--- config.mk ---
export PLATFORM = sky130hd
export DESIGN_NAME = camera_pixel_to_input_value
export DESIGN_NICKNAME = d
export VERILOG_FILES = /design/src/hw/rtl/cpiv_pkg.sv /design/src/hw/rtl/cpiv_convert.sv /design/src/hw/rtl/camera_pixel_to_input_value.sv
export SDC_FILE = /design/constraint.sdc
export NUM_CORES = 1
export LEC_CHECK = 0
export ABC_CLOCK_PERIOD_IN_PS = 13400
export BUFFER_PORTS_ARGS = -buffer_cell sky130_fd_sc_hd__buf_4
export CORE_UTILIZATION = 60
export CTS_CLUSTER_DIAMETER = 60
export CTS_CLUSTER_SIZE = 8
export DETAILED_ROUTE_END_ITERATION = 10
export GPL_ROUTABILITY_DRIVEN = 0
export HOLD_SLACK_MARGIN = 0.08
export PLACE_DENSITY = 0.87
export SLEW_MARGIN = 25
export SYNTH_ARGS = -nofsm -noshare
export SYNTH_HDL_FRONTEND = slang
export SYNTH_SLANG_ARGS = --single-unit
export TNS_END_PERCENT = 100
--- constraint.sdc ---
create_clock -name clk -period 13.4 [get_ports clk]
set_input_delay 1.34 -clock clk [delete_from_list [all_inputs] [get_ports clk]]
set_output_delay 1.34 -clock clk [all_outputs]
set_load 0.01 [all_outputs]
--- src/hw/rtl/cpiv_pkg.sv ---
// Shared types and codes for the camera pixel to input value block.
package cpiv_pkg;

  // Pixel format codes.
  localparam logic [1:0] FMT_332 = 2'd0;
  localparam logic [1:0] FMT_555 = 2'd1;
  localparam logic [1:0] FMT_RGB = 2'd2;

  // Color mode codes.
  localparam logic [1:0] MODE_GRAY  = 2'd0;
  localparam logic [1:0] MODE_COLOR = 2'd1;
  localparam logic [1:0] MODE_OPP   = 2'd2;

  // Configuration register indexes.
  localparam logic [2:0] REG_FORMAT = 3'd0;
  localparam logic [2:0] REG_MODE   = 3'd1;
  localparam logic [2:0] REG_SHIFT0 = 3'd2;
  localparam logic [2:0] REG_SHIFT1 = 3'd3;
  localparam logic [2:0] REG_SHIFT2 = 3'd4;
  localparam logic [2:0] REG_MASK0  = 3'd5;
  localparam logic [2:0] REG_MASK1  = 3'd6;
  localparam logic [2:0] REG_MASK2  = 3'd7;

  // Last rotation slot before the counter wraps.
  localparam logic [1:0] SLOT_LAST = 2'd2;

  // Register file contents seen by the converter.
  typedef struct packed {
    logic [1:0]      fmt;
    logic [1:0]      mode;
    logic [2:0][3:0] shift;
    logic [2:0][7:0] mask;
  } cpiv_cfg_t;

  // One converted result item.
  typedef struct packed {
    logic        found;
    logic [23:0] value;
    logic [23:0] raw;
  } cpiv_res_t;

endpackage

--- src/hw/rtl/cpiv_convert.sv ---
// Combinational pixel conversion: gray average, selected color and opponency.
module cpiv_convert import cpiv_pkg::*; #(
  parameter int GRAY_SHIFT = 6
) (
  input  logic [23:0] pixel,
  input  logic        found,
  input  logic [1:0]  slot,
  input  cpiv_cfg_t   cfg,
  output cpiv_res_t   res
);

  // Width of the gray sum and of the reciprocal used to divide it by three.
  localparam int SUM_W = 11 + GRAY_SHIFT;
  localparam int GW    = (SUM_W > 17) ? SUM_W : 17;
  localparam int K     = GW + 2;
  localparam logic [K-1:0] RECIP = K'((2 ** K) / 3);

  // Channel pick by index; indexes of three and up read as zero.
  function automatic logic [23:0] pick3(input logic [23:0] c0, input logic [23:0] c1,
                                        input logic [23:0] c2, input logic [7:0] idx);
    logic [23:0] sel;
    if (idx == 8'd0) begin
      sel = c0;
    end else if (idx == 8'd1) begin
      sel = c1;
    end else if (idx == 8'd2) begin
      sel = c2;
    end else begin
      sel = '0;
    end
    return sel;
  endfunction

  logic [1:0]      mode_eff;
  logic [1:0]      slot_eff;
  logic [3:0]      sh;
  logic [7:0]      mk;
  logic [7:0]      p8;
  logic [15:0]     p16;
  logic [7:0]      ch_r, ch_g, ch_b;
  logic [9:0]      rgb_sum;
  logic [GW-1:0]   gsum;
  logic [GW+K-1:0] prod;
  logic [GW-1:0]   q0;
  logic [GW-1:0]   rem;
  logic [GW-1:0]   quot;
  logic [GW:0]     quot_inc;
  logic [23:0]     gray_val;
  logic [23:0]     c0, c1, c2;
  logic [30:0]     shl16;
  logic [23:0]     val;
  logic [23:0]     raw;

  // Unused mode code falls back to gray; slot and per-slot registers.
  always_comb begin
    mode_eff = (cfg.mode == MODE_COLOR || cfg.mode == MODE_OPP) ? cfg.mode : MODE_GRAY;
    slot_eff = (slot > SLOT_LAST) ? 2'd0 : slot;
    sh       = cfg.shift[slot_eff];
    mk       = cfg.mask[slot_eff];
    p8       = pixel[7:0];
    p16      = pixel[15:0];
    ch_r     = pixel[23:16];
    ch_g     = pixel[15:8];
    ch_b     = pixel[7:0];
    rgb_sum  = 10'(ch_r) + 10'(ch_g) + 10'(ch_b);
  end

  // Gray sum per format, each channel aligned to top bit 14 before the add.
  always_comb begin
    unique case (cfg.fmt)
      FMT_332: gsum = GW'({p8[7:6], 13'd0}) + GW'({p8[5:3], 12'd0}) +
                      GW'({p8[2:0], 12'd0});
      FMT_555: gsum = GW'({p16[14:10], 10'd0}) + GW'({p16[9:5], 10'd0}) +
                      GW'({p16[4:0], 10'd0});
      default: gsum = GW'(rgb_sum) << (GRAY_SHIFT + 1);
    endcase
  end

  // Divide by three with a reciprocal that undershoots by at most one,
  // then one compare and increment, then round by half.
  always_comb begin
    prod     = (GW + K)'(gsum) * (GW + K)'(RECIP);
    q0       = GW'(prod >> K);
    rem      = gsum - (q0 + (q0 << 1));
    quot     = (rem >= GW'(3)) ? q0 + GW'(1) : q0;
    quot_inc = {1'b0, quot} + (GW + 1)'(1);
    gray_val = 24'(quot_inc >> 1);
  end

  // Opponency channels per format.
  always_comb begin
    unique case (cfg.fmt)
      FMT_332: begin
        c0 = 24'(p8[2:0]) << 11;
        c1 = 24'(p8[5:3]) << 11;
        c2 = 24'(p8[7:6]) << 12;
      end
      FMT_555: begin
        c0 = 24'(p16[14:10]) << 9;
        c1 = 24'(p16[9:5]) << 9;
        c2 = 24'(p16[4:0]) << 9;
      end
      default: begin
        c0 = 24'(ch_r);
        c1 = 24'(ch_g);
        c2 = 24'(ch_b);
      end
    endcase
  end

  // Value and echoed raw pixel per format and mode.
  always_comb begin
    shl16 = 31'(p16) << sh;
    val   = '0;
    unique case (cfg.fmt)
      FMT_332: begin
        raw = 24'(p8);
        unique case (mode_eff)
          MODE_COLOR: val = 24'(p8 & mk) << sh;
          MODE_OPP:   val = pick3(c0, c1, c2, 8'(sh)) - pick3(c0, c1, c2, mk);
          default:    val = gray_val;
        endcase
      end
      FMT_555: begin
        raw = 24'(p16);
        unique case (mode_eff)
          MODE_COLOR: val = 24'(shl16[14:10]) << 9;
          MODE_OPP:   val = pick3(c0, c1, c2, 8'(sh)) - pick3(c0, c1, c2, mk);
          default:    val = gray_val;
        endcase
      end
      default: begin
        raw = pixel;
        unique case (mode_eff)
          MODE_COLOR: val = pick3(c0, c1, c2, 8'(sh)) << GRAY_SHIFT;
          MODE_OPP:   val = (pick3(c0, c1, c2, 8'(sh)) - pick3(c0, c1, c2, mk))
                            << GRAY_SHIFT;
          default:    val = gray_val;
        endcase
      end
    endcase
  end

  // A pixel that was not found gives an all-zero item.
  assign res.found = found;
  assign res.value = found ? val : '0;
  assign res.raw   = found ? raw : '0;

endmodule

--- src/hw/rtl/camera_pixel_to_input_value.sv ---
// Top level of the camera pixel to input value converter.
//
// Input stream: in_tdata carries one raw pixel per item, in_tuser carries the
// found flag and the rotation restart flag. Output stream: out_tdata carries
// the signed converted value and the echoed raw pixel, out_tuser the found flag.
// Configuration is a plain write port (cfg_we, cfg_index, cfg_data); the user
// must write it only while no item is in flight, and the block itself does
// not enforce it. An accepted item passes the input stage register and then
// the result register, which drives out_tvalid. There is one input stage
// register and one result register with the conversion logic between them.
// Throughput is one item per cycle while the receiver keeps out_tready high;
// the rotation slot counter is updated in the cycle an item is accepted, so
// consecutive items never wait on it. When the receiver stalls, the result
// register holds and the input stage keeps taking one more item; in_tready
// drops once both stages are full. Synchronous reset clears the configuration
// registers, the slot counter and both valid flags, but not the payload.
module camera_pixel_to_input_value import cpiv_pkg::*; #(
  parameter int GRAY_SHIFT = 6
) (
  input  logic        clk,
  input  logic        rst_n,
  // Input item stream.
  input  logic        in_tvalid,
  output logic        in_tready,
  input  logic [23:0] in_tdata,   // [23:0] pixel
  input  logic [1:0]  in_tuser,   // [0] in_bounds, [1] restart
  // Result item stream.
  output logic        out_tvalid,
  input  logic        out_tready,
  output logic [47:0] out_tdata,  // [23:0] value, [47:24] raw
  output logic [0:0]  out_tuser,  // [0] found
  // Configuration write port.
  input  logic        cfg_we,
  input  logic [2:0]  cfg_index,
  input  logic [7:0]  cfg_data
);

  cpiv_cfg_t   cfg_r;
  logic [1:0]  slot_r, slot_nxt;
  logic [1:0]  slot_base;
  logic [1:0]  slot_use;
  logic        advance;
  logic        in_acc;
  logic        s1_move;
  logic        s1_v_r;
  logic [23:0] s1_pixel_r;
  logic        s1_found_r;
  logic [1:0]  s1_slot_r;
  logic        out_v_r;
  cpiv_res_t   out_r;
  cpiv_res_t   conv;

  // Handshake between the two stages.
  assign s1_move   = s1_v_r && (!out_v_r || out_tready);
  assign in_tready = !s1_v_r || s1_move;
  assign in_acc    = in_tvalid && in_tready;

  // Rotation slot: restart clears before use, found items in color or opponency mode advance.
  always_comb begin
    slot_base = in_tuser[1] ? 2'd0 : slot_r;
    slot_use  = (slot_base > SLOT_LAST) ? 2'd0 : slot_base;
    advance   = in_tuser[0] && (cfg_r.mode == MODE_COLOR || cfg_r.mode == MODE_OPP);
    if (!in_acc) begin
      slot_nxt = slot_r;
    end else if (advance) begin
      slot_nxt = (slot_use == SLOT_LAST) ? 2'd0 : slot_use + 2'd1;
    end else begin
      slot_nxt = slot_base;
    end
  end

  // Configuration registers.
  always_ff @(posedge clk) begin
    if (!rst_n) begin
      cfg_r <= '0;
    end else if (cfg_we) begin
      unique case (cfg_index)
        REG_FORMAT: cfg_r.fmt      <= cfg_data[1:0];
        REG_MODE:   cfg_r.mode     <= cfg_data[1:0];
        REG_SHIFT0: cfg_r.shift[0] <= cfg_data[3:0];
        REG_SHIFT1: cfg_r.shift[1] <= cfg_data[3:0];
        REG_SHIFT2: cfg_r.shift[2] <= cfg_data[3:0];
        REG_MASK0:  cfg_r.mask[0]  <= cfg_data;
        REG_MASK1:  cfg_r.mask[1]  <= cfg_data;
        REG_MASK2:  cfg_r.mask[2]  <= cfg_data;
        default:    cfg_r          <= cfg_r;
      endcase
    end
  end

  // Slot counter and stage valid flags.
  always_ff @(posedge clk) begin
    if (!rst_n) begin
      slot_r  <= '0;
      s1_v_r  <= 1'b0;
      out_v_r <= 1'b0;
    end else begin
      slot_r <= slot_nxt;
      if (in_tready) begin
        s1_v_r <= in_tvalid;
      end
      if (!out_v_r || out_tready) begin
        out_v_r <= s1_v_r;
      end
    end
  end

  // Input stage payload.
  always_ff @(posedge clk) begin
    if (in_acc) begin
      s1_pixel_r <= in_tdata;
      s1_found_r <= in_tuser[0];
      s1_slot_r  <= slot_use;
    end
  end

  cpiv_convert #(
    .GRAY_SHIFT(GRAY_SHIFT)
  ) u_convert (
    .pixel (s1_pixel_r),
    .found (s1_found_r),
    .slot  (s1_slot_r),
    .cfg   (cfg_r),
    .res   (conv)
  );

  // Result register.
  always_ff @(posedge clk) begin
    if (s1_move) begin
      out_r <= conv;
    end
  end

  assign out_tvalid   = out_v_r;
  assign out_tdata    = {out_r.raw, out_r.value};
  assign out_tuser[0] = out_r.found;

`ifndef SYNTHESIS
  // The rotation counter only ever holds slots zero to two.
  a_slot_range: assert property (@(posedge clk) disable iff (!rst_n)
    slot_r <= SLOT_LAST)
    else $error("slot counter out of range");

  // A found color item without restart steps the slot by one, wrapping.
  a_slot_step: assert property (@(posedge clk) disable iff (!rst_n)
    (in_acc && in_tuser[0] && !in_tuser[1] && cfg_r.mode == MODE_COLOR) |=>
    (slot_r == (($past(slot_r) == SLOT_LAST) ? 2'd0 : $past(slot_r) + 2'd1)))
    else $error("slot counter did not advance");

  // A full input stage is never dropped while the result is stalled.
  a_s1_hold: assert property (@(posedge clk) disable iff (!rst_n)
    (s1_v_r && out_v_r && !out_tready) |=> (s1_v_r && $stable(s1_pixel_r)))
    else $error("input stage lost an item");

  // A not-found item leaves value and raw at zero.
  a_not_found: assert property (@(posedge clk) disable iff (!rst_n)
    (out_v_r && !out_r.found) |-> (out_r.value == '0 && out_r.raw == '0))
    else $error("not-found item carries data");
`endif

endmodule

==> results.yml, run 1 <==
critical_path:
  cp_top_family: "compound AO/OA/AOI/OAI gates"
  critPathSlowestCell: "o31ai_1"
  slowest_delay_ns: 0.74
  r2r-start: "s1_pixel_r[8]$_DFFE_PP_"
  crit_required_ns: 13.67
  ff2ff_path_depth: 45
  worstSetupStartpoint: "s1_pixel_r[8]$_DFFE_PP_"
  path_class: "flop to flop"
  cp_max_fo: 8
  crit_path_end: "out_tdata[11]$_SDFFCE_PN0P_"
  cp_num_cells: 45
  cpMostUsedCell: "ha_1"
  end_kind: "flop"
  cp_num_buf_inv: 5
  arrival_ns: 13.04
  r2r_end: "out_tdata[11]$_SDFFCE_PN0P_"
  cp-start-kind: "flop"
  reg2reg_setup_slack_ns: 0.62
worst_hold_path:
  whs_path_depth: 2
  hp-class: "flop to flop"
run:
  max_cap_viol_count: 0
floorplan:
  initial_core_util_pct: 61.7
  rows: 55
  fp.dieW_microns: 155
  die_h_microns: 155
  die_area_sq_mm: 0.0241
  io_pins: 93
  design.core.area_sq_mm: 0.0228
drt:
  wirelength_microns: 40100
  wl_per_cell_microns: 19.8
  drt-pass1-iter-count: 6
  postRouteAntennaNets: 0
  drt-vias-per-instance: 6.53
  drtIter0Drc: 1702
  vias: 13200
  drcViolationCount: 0
clocking:
  tritoncts: "done"
  root_buffer: "clkbuf_16"
  insertion_delay_ns: 0.43
  h-tree-depth: 4
  clock_path_buffers: 2
  numCtsBuffers: 17
  clock-sinks: 120
  cts_setup_buffers: 0
  clkTransAtPathRegs_ns: 0.06
sta:
  fin_crit_ns: 12.78
  setup_viol_count_final: 0
  maxSlewViolCount: 0
  final.setup.tns_ns: 0
  skew_ns: 0.0199
  rsz0062_at_grt: "false"
  period_share_pct: 95.4
  tightest_slew_ns: 0.990
  relSlewSlack_pct: 33.5
  finalHoldViolCount: 0
  max_freq_mhz: 78.3
yosys:
  syn_area_per_cell_sq_um: 8.58
  synth_flop_cell: "edfxtp_1"
  synth_edf_count: 76
  synth_seq_cells: 120
  yosys.cell_types.count: 91
  syn_nets: 1923
  syn_area_sq_mm: 0.0141
  synth_async_sr_flop_share_pct: 0
  synth_cells: 1641
  yosys_warnings: 0
  ys_seq_area_share_pct: 22.5
global_routing:
  antenna_found_initial: 2
  grt_start_max_net_pins: 50
  grt-ovfl-total: 0
  grtUsageTotal_pct: 33.4
  first_global_vias: 12600
  grt_pass1_wl_microns: 63300
status:
  status: "complete, no violations"
finish:
  fin_util_pct: 68.7
  final_common_cell: "ha_1"
  synthToLayoutAreaGrowth_pct: 11.5
  nets: 1984
  final_cell_mix: "192 x ha_1, 167 x nand2_1, 141 x inv_1"
  layout-drive-gt1-share_pct: 11.1
placed_design:
  dp_hpwl_microns: 30900
  port-buffer-count: 92
[timing repair]
action,in CTS,in global routing
endpoints found under the setup margin,0,8
hold buffers,0,0
endpoints found under the hold margin,0,0
gates resized for setup,0,8
[state kept, by name (all words and copies together), names as in the netlist]
name / count
s1_pixel_r: 24
out_tvalid: 1
s1_slot_r: 2
s1_v_r: 1
slot_r: 2
out_tdata: 48
out_tuser: 1
s1_found_r: 1
cfg_r: 40
[how the worst min path moves through the flow]
stage | startpoint | to | slack, ns
2_1_floorplan | s1_found_r$_DFFE_PP_ | out_tuser$_DFFE_PP_ | 0.42
3_3_place_gp | cfg_r[10]$_SDFFE_PN0P_ | cfg_r[10]$_SDFFE_PN0P_ | 0.45
3_5_place_dp | cfg_r[11]$_SDFFE_PN0P_ | cfg_r[11]$_SDFFE_PN0P_ | 0.46
4_1_cts | cfg_r[11]$_SDFFE_PN0P_ | cfg_r[11]$_SDFFE_PN0P_ | 0.47
5_1_grt | cfg_r[20]$_SDFFE_PN0P_ | cfg_r[20]$_SDFFE_PN0P_ | 0.49
6_report | cfg_r[11]$_SDFFE_PN0P_ | cfg_r[11]$_SDFFE_PN0P_ | 0.47
[synth_stat cells, types with 17 or more instances]
cell type,n,area share (%)
nor2_1,112,3.0
and2_1,23,1.0
mux2i_1,56,4.0
inv_1,142,3.8
a21boi_0,28,1.5
nor2b_1,24,1.1
edfxtp_1,76,16
a21o_1,31,1.7
nand2_1,167,4.4
o21ai_0,65,2.3
clkbuf_1,58,1.5
xnor2_1,55,3.4
a211oi_1,17,0.91
and3_1,17,0.75
nand2b_1,20,0.89
fa_1,48,6.8
xor2_1,27,1.7
a21oi_1,114,4.1
ha_1,192,17
nor3_1,24,0.85
nand3_1,30,1.1
dfxtp_1,44,6.3
[layout make-up]
| cell class | instances | area, sq um |
|---|---|---|
| timing repair buffer | 108 | 811 |
| antenna | 2 | 5.00 |
| tap | 313 | 392 |
| sequential | 120 | 3160 |
| fill | 1750 | 7140 |
| multi-input combinational | 1310 | 10200 |
| clock buffer | 21 | 483 |
| inverter | 145 | 544 |
| clock inverter | 11 | 115 |
[kinds of logic (layout without fill, tap and decap cells)]
family	Yosys count	count (layout)	share of synthesized area [%]
compound gates	442	442	21.7
xor+xnor	83	83	5.29
fa+ha+maj	240	240	23.9
buf+inv	211	285	5.74
flops	120	120	22.5
mux	59	59	4.22
other cells	0	2	0
simple gates	486	486	16.7
[worst reg2reg max path: cells and delay by family, from the launching register on]
| family | cells | cell delay, ns |
|---|---|---|
| compound gates | 19 | 4.96 |
| simple gates | 5 | 0.86 |
| xor+xnor | 3 | 0.88 |
| flops | 1 | 0.52 |
| fa+ha+maj | 13 | 4.59 |
| buf+inv | 5 | 0.80 |
[stage by stage]
stage | instance area (sq um) | worst slack, ns | cells | hold slack [ns]
2_1_floorplan | 14100 | 1.38 | 1641 | 0.424
3_3_place_gp | 15000 | 0.708 | 1996 | 0.449
3_5_place_dp | 15000 | 0.164 | 1996 | 0.459
4_1_cts | 15600 | 0.148 | 2028 | 0.467
5_1_grt | 15700 | 0.0220 | 2028 | 0.488
6_report | 15700 | 0.622 | 2030 | 0.467
[metal layers]
layer  track usage, %  up-vias  wire, microns
li1                 -     6063              -
met1             43.5     6145          16200
met2             53.3      867          17900
met3             9.03      172           4630
met4             11.6        0           1430
met5                0        -              0
Power of run 1 is left out: the tool's default activity adds up to more than one toggle a clock period on the data nets, which glitch-free logic cannot reach.
==> inputs of run 2 (changes only) <==
--- a/config.mk
+++ b/config.mk
@@ -9,3 +9,3 @@
 export BUFFER_PORTS_ARGS = -buffer_cell sky130_fd_sc_hd__buf_4
-export CORE_UTILIZATION = 60
+export CORE_UTILIZATION = 45
 export CTS_CLUSTER_DIAMETER = 60
@@ -15,3 +15,3 @@
 export HOLD_SLACK_MARGIN = 0.08
-export PLACE_DENSITY = 0.87
+export PLACE_DENSITY = 0.7
 export SLEW_MARGIN = 25
==> constraint.sdc (replaced) <==
create_clock -name clk -period 13.4 [get_ports clk]
set_input_delay 2.01 -clock clk [delete_from_list [all_inputs] [get_ports clk]]
set_output_delay 2.01 -clock clk [all_outputs]
set_load 0.01 [all_outputs]
==> run 2 against run 1 <==
Compared with the run above:
- core utilization is 17 points lower
- clock skew shrank 0.0076 ns
- sequential share of layout area shrank 0.16 points
==> results.yml, run 2 (synthesized netlist as in run 1, its figures left out) <==
global_routing:
  grtUsageTotal_pct: 25.2
  grt_start_max_net_pins: 50
  grt_pass1_wl_microns: 62700
  antenna_found_initial: 1
  first_global_vias: 11900
  grt-ovfl-total: 0
sta:
  tightest_slew_ns: 1.01
  relSlewSlack_pct: 32.4
  period_share_pct: 95.4
  finalHoldViolCount: 0
  final.setup.tns_ns: 0
  skew_ns: 0.0124
  fin_crit_ns: 12.78
  rsz0062_at_grt: "false"
  max_freq_mhz: 78.2
  maxSlewViolCount: 0
  fin_hold_ws_ns: 0.461
  setup_viol_count_final: 0
drt:
  vias: 12800
  route.met2.wl_microns: 17800
  drt-pass1-iter-count: 6
  met1_length_microns: 18100
  top_layer: "met5"
  drt-vias-per-instance: 6.07
  postRouteAntennaNets: 0
  wirelength_microns: 40700
  drtIter0Drc: 1380
  drcViolationCount: 0
  wl_met3_microns: 3830
  wl_per_cell_microns: 19.2
critical_path:
  cp_max_fo: 9
  arrival_ns: 13.02
  crit_required_ns: 13.63
  cp_top_family: "adder cells"
  cp_num_buf_inv: 4
  reg2reg_setup_slack_ns: 0.62
  end_kind: "flop"
  path_class: "flop to flop"
  slowest_delay_ns: 0.82
  cp-start-kind: "flop"
  cpMostUsedCell: "ha_1"
  critPathSlowestCell: "xnor2_1"
finish:
  final_common_cell: "ha_1"
  n_fill_cell: 2837
  final_cell_mix: "192 x ha_1, 167 x nand2_1, 141 x inv_1"
  layout-drive-gt1-share_pct: 11.4
  fin_area_sq_mm: 0.0158
  fin_util_pct: 51.6
  largest_reg_flops: 48
  synthToLayoutAreaGrowth_pct: 12.4
  nets: 1990
  diodes: 0
floorplan:
  initial_core_util_pct: 45.9
  io_pins: 93
  design.core.area_sq_mm: 0.0307
  rows: 64
  fp.dieW_microns: 179
  die_area_sq_mm: 0.0320
  die_h_microns: 179
clocking:
  numCtsBuffers: 17
  clock-sinks: 120
  h-tree-depth: 4
  insertion_delay_ns: 0.42
  tritoncts: "done"
  root_buffer: "clkbuf_16"
  clock_path_buffers: 2
  clkTransAtPathRegs_ns: 0.06
worst_hold_path:
  hp-class: "flop to flop"
placed_design:
  place_area_sq_mm: 0.0152
  port-buffer-count: 92
  dp_hpwl_microns: 31500
status:
  status: "complete, no violations"
run:
  max_cap_viol_count: 0
run 2: cell type report:
| type | instances | area [sq um] | area share (%) |
|---|---|---|---|
| inverters | 145 | 544 | 3.44 |
| well taps | 396 | 495 | 3.13 |
| clock inverters | 13 | 155 | 0.980 |
| flip-flops and latches | 120 | 3160 | 20.0 |
| multi-input cells | 1310 | 10200 | 64.3 |
| clock buffers | 19 | 433 | 2.73 |
| repair buffers | 114 | 856 | 5.41 |
run 2: what timing repair did:
item	in CTS	in global routing
setup buffers	0	3
hold endpoints to repair	0	0
gates resized for setup	0	10
hold buffers	0	0
setup endpoints to repair	0	8
run 2: worst min-delay path: stages, from the launching register on:
cell	delay (ns)
dfxtp_1	0.30
nand2_1	0.05
a21boi_0	0.06
run 2: path summary, 6_finish.rpt:
check,from,endpoint,cells past startpoint
min reg2reg,cfg_r[22]$_SDFFE_PN0P_,cfg_r[22]$_SDFFE_PN0P_,2
max,s1_pixel_r[8]$_DFFE_PP_,out_tdata[11]$_SDFFCE_PN0P_,44
min,cfg_r[22]$_SDFFE_PN0P_,cfg_r[22]$_SDFFE_PN0P_,2
max reg2reg,s1_pixel_r[8]$_DFFE_PP_,out_tdata[11]$_SDFFCE_PN0P_,44
run 2: through the flow:
step,instances,setup WS [ns]
after detailed placement,2082,0.199
after global routing,2117,0.0609
after floorplan,1641,1.38
final,2117,0.618
after global placement,2082,0.738
after CTS,2114,0.196
run 2: per-layer routing:
layer	GRT usage, %	vias up
met5	0	-
met1	35.0	6043
met2	38.5	639
met4	8.05	2
li1	-	6065
met3	5.58	93
Power of run 2 is left out for the same reason.
==> inputs of run 3 (changes only) <==
- PLACE_DENSITY: 0.7 -> 0.63
==> run 3 against run 2 <==
Compared with the run above:
- flip-flop and latch count stayed put
- via count is 1.4% lower
- core utilization hardly changed
- clock skew is 0.0012 ns higher
- critical path depth is 2 higher
- global-route usage is 0.97 points higher
- count of clock-buffer cells in the layout is 1 lower
- register-to-register slack better by 0.22 ns
- worst setup slack better by 0.22 ns
- final cell count hardly changed
- sequential share of layout area hardly changed
- highest routed layer is now met4
- non-clock buffer count is 2 lower
==> results.yml, run 3 (synthesized netlist as in run 1, its figures left out) <==
global_routing:
  first_global_vias: 11800
  grtUsageTotal_pct: 26.2
  grt_pass1_wl_microns: 64300
  antenna_found_initial: 0
  grt-ovfl-total: 0
  grt_start_max_net_pins: 50
clocking:
  tritoncts: "done"
  numCtsBuffers: 17
  insertion_delay_ns: 0.42
  clkTransAtPathRegs_ns: 0.06
  h-tree-depth: 4
  clock-sinks: 120
  root_buffer: "clkbuf_16"
  clock_path_buffers: 2
  postCtsHoldBufs: 0
finish:
  final_common_cell: "ha_1"
  final_cell_mix: "192 x ha_1, 167 x nand2_1, 141 x inv_1"
  diodes: 0
  nets: 1988
  synthToLayoutAreaGrowth_pct: 12.5
  layout-drive-gt1-share_pct: 11.5
  fin_area_sq_mm: 0.0158
  largest_reg_flops: 48
sta:
  finalHoldViolCount: 0
  relSlewSlack_pct: 36.6
  skew_ns: 0.0135
  period_share_pct: 93.7
  setup_viol_count_final: 0
  max_freq_mhz: 79.6
  tightest_slew_ns: 0.942
  rsz0062_at_grt: "false"
  fin_hold_ws_ns: 0.463
  maxSlewViolCount: 0
  fin_crit_ns: 12.56
  setup_ws_ns: 0.840
  final.setup.tns_ns: 0
placed_design:
  dpl_worst_slack_ns: 0.432
  place_area_sq_mm: 0.0152
  dp_hpwl_microns: 33100
  port-buffer-count: 92
critical_path:
  cp-start-kind: "flop"
  cp_max_fo: 8
  slowest_delay_ns: 0.72
  cp_top_family: "adder cells"
  path_class: "flop to flop"
  end_kind: "flop"
  cpMostUsedCell: "ha_1"
  crit_required_ns: 13.58
  arrival_ns: 12.74
  cp_num_buf_inv: 6
  critPathSlowestCell: "o22ai_1"
floorplan:
  initial_core_util_pct: 45.9
  die_h_microns: 179
  rows: 64
  die_area_sq_mm: 0.0320
  io_pins: 93
  design.core.area_sq_mm: 0.0307
  fp.dieW_microns: 179
drt:
  wirelength_microns: 41900
  drt-vias-per-instance: 5.99
  drtIter0Drc: 1240
  route.met2.wl_microns: 18000
  met1_length_microns: 19400
  vias: 12700
  top_layer: "met4"
  drt-pass1-iter-count: 6
  postRouteAntennaNets: 0
  drcViolationCount: 0
  wl_per_cell_microns: 19.8
  wl_met3_microns: 3700
status:
  status: "complete, no violations"
worst_hold_path:
  hp-class: "flop to flop"
run:
  max_cap_viol_count: 0
-- run 3: final timing paths --
path / from / endpoint / slack (ns) / cells after the start
setup / recovery: s1_pixel_r[8]$_DFFE_PP_ / out_tdata[9]$_SDFFCE_PN0P_ / 0.84 / 46
hold / removal: cfg_r[13]$_SDFFE_PN0P_ / cfg_r[13]$_SDFFE_PN0P_ / 0.46 / 2
setup reg to reg: s1_pixel_r[8]$_DFFE_PP_ / out_tdata[9]$_SDFFCE_PN0P_ / 0.84 / 46
hold reg to reg: cfg_r[13]$_SDFFE_PN0P_ / cfg_r[13]$_SDFFE_PN0P_ / 0.46 / 2
-- run 3: stage by stage --
stage	instances	util [%]
finish	2115	51.7
global route	2115	51.7
CTS	2115	51.5
detailed placement	2083	49.5
global placement	2083	49.5
floorplan	1641	-
-- run 3: timing repair --
item,CTS,global route
gates resized for setup,0,9
endpoints found under the setup margin,0,9
setup buffers,0,0
-- run 3: layout make-up --
type                       instances  area, sq um
timing repair buffer             112          841
inverter                         145          544
clock buffer                      18          450
clock inverter                    14          160
multi-input combinational       1310        10200
tap                              396          495
sequential                       120         3160
fill                            2829        14800
-- run 3: worst register-to-register path: cells and delay by family (launching register included) --
| family | cells | cell delay (ns) |
|---|---|---|
| AO/OA/AOI/OAI | 11 | 3.38 |
| AND/OR/NAND/NOR | 9 | 1.52 |
| buffers and inverters | 6 | 0.42 |
| adder cells (fa/ha/maj) | 13 | 5.04 |
| XOR/XNOR | 7 | 1.41 |
| flip-flops | 1 | 0.53 |
-- run 3: routing by layer --
metal  up-vias  track usage [%]
met1      6012             37.5
met2       524             39.1
met5         -                0
li1       6072                -
met4         0             6.46
met3        57             6.21
Power of run 3 is left out for the same reason.
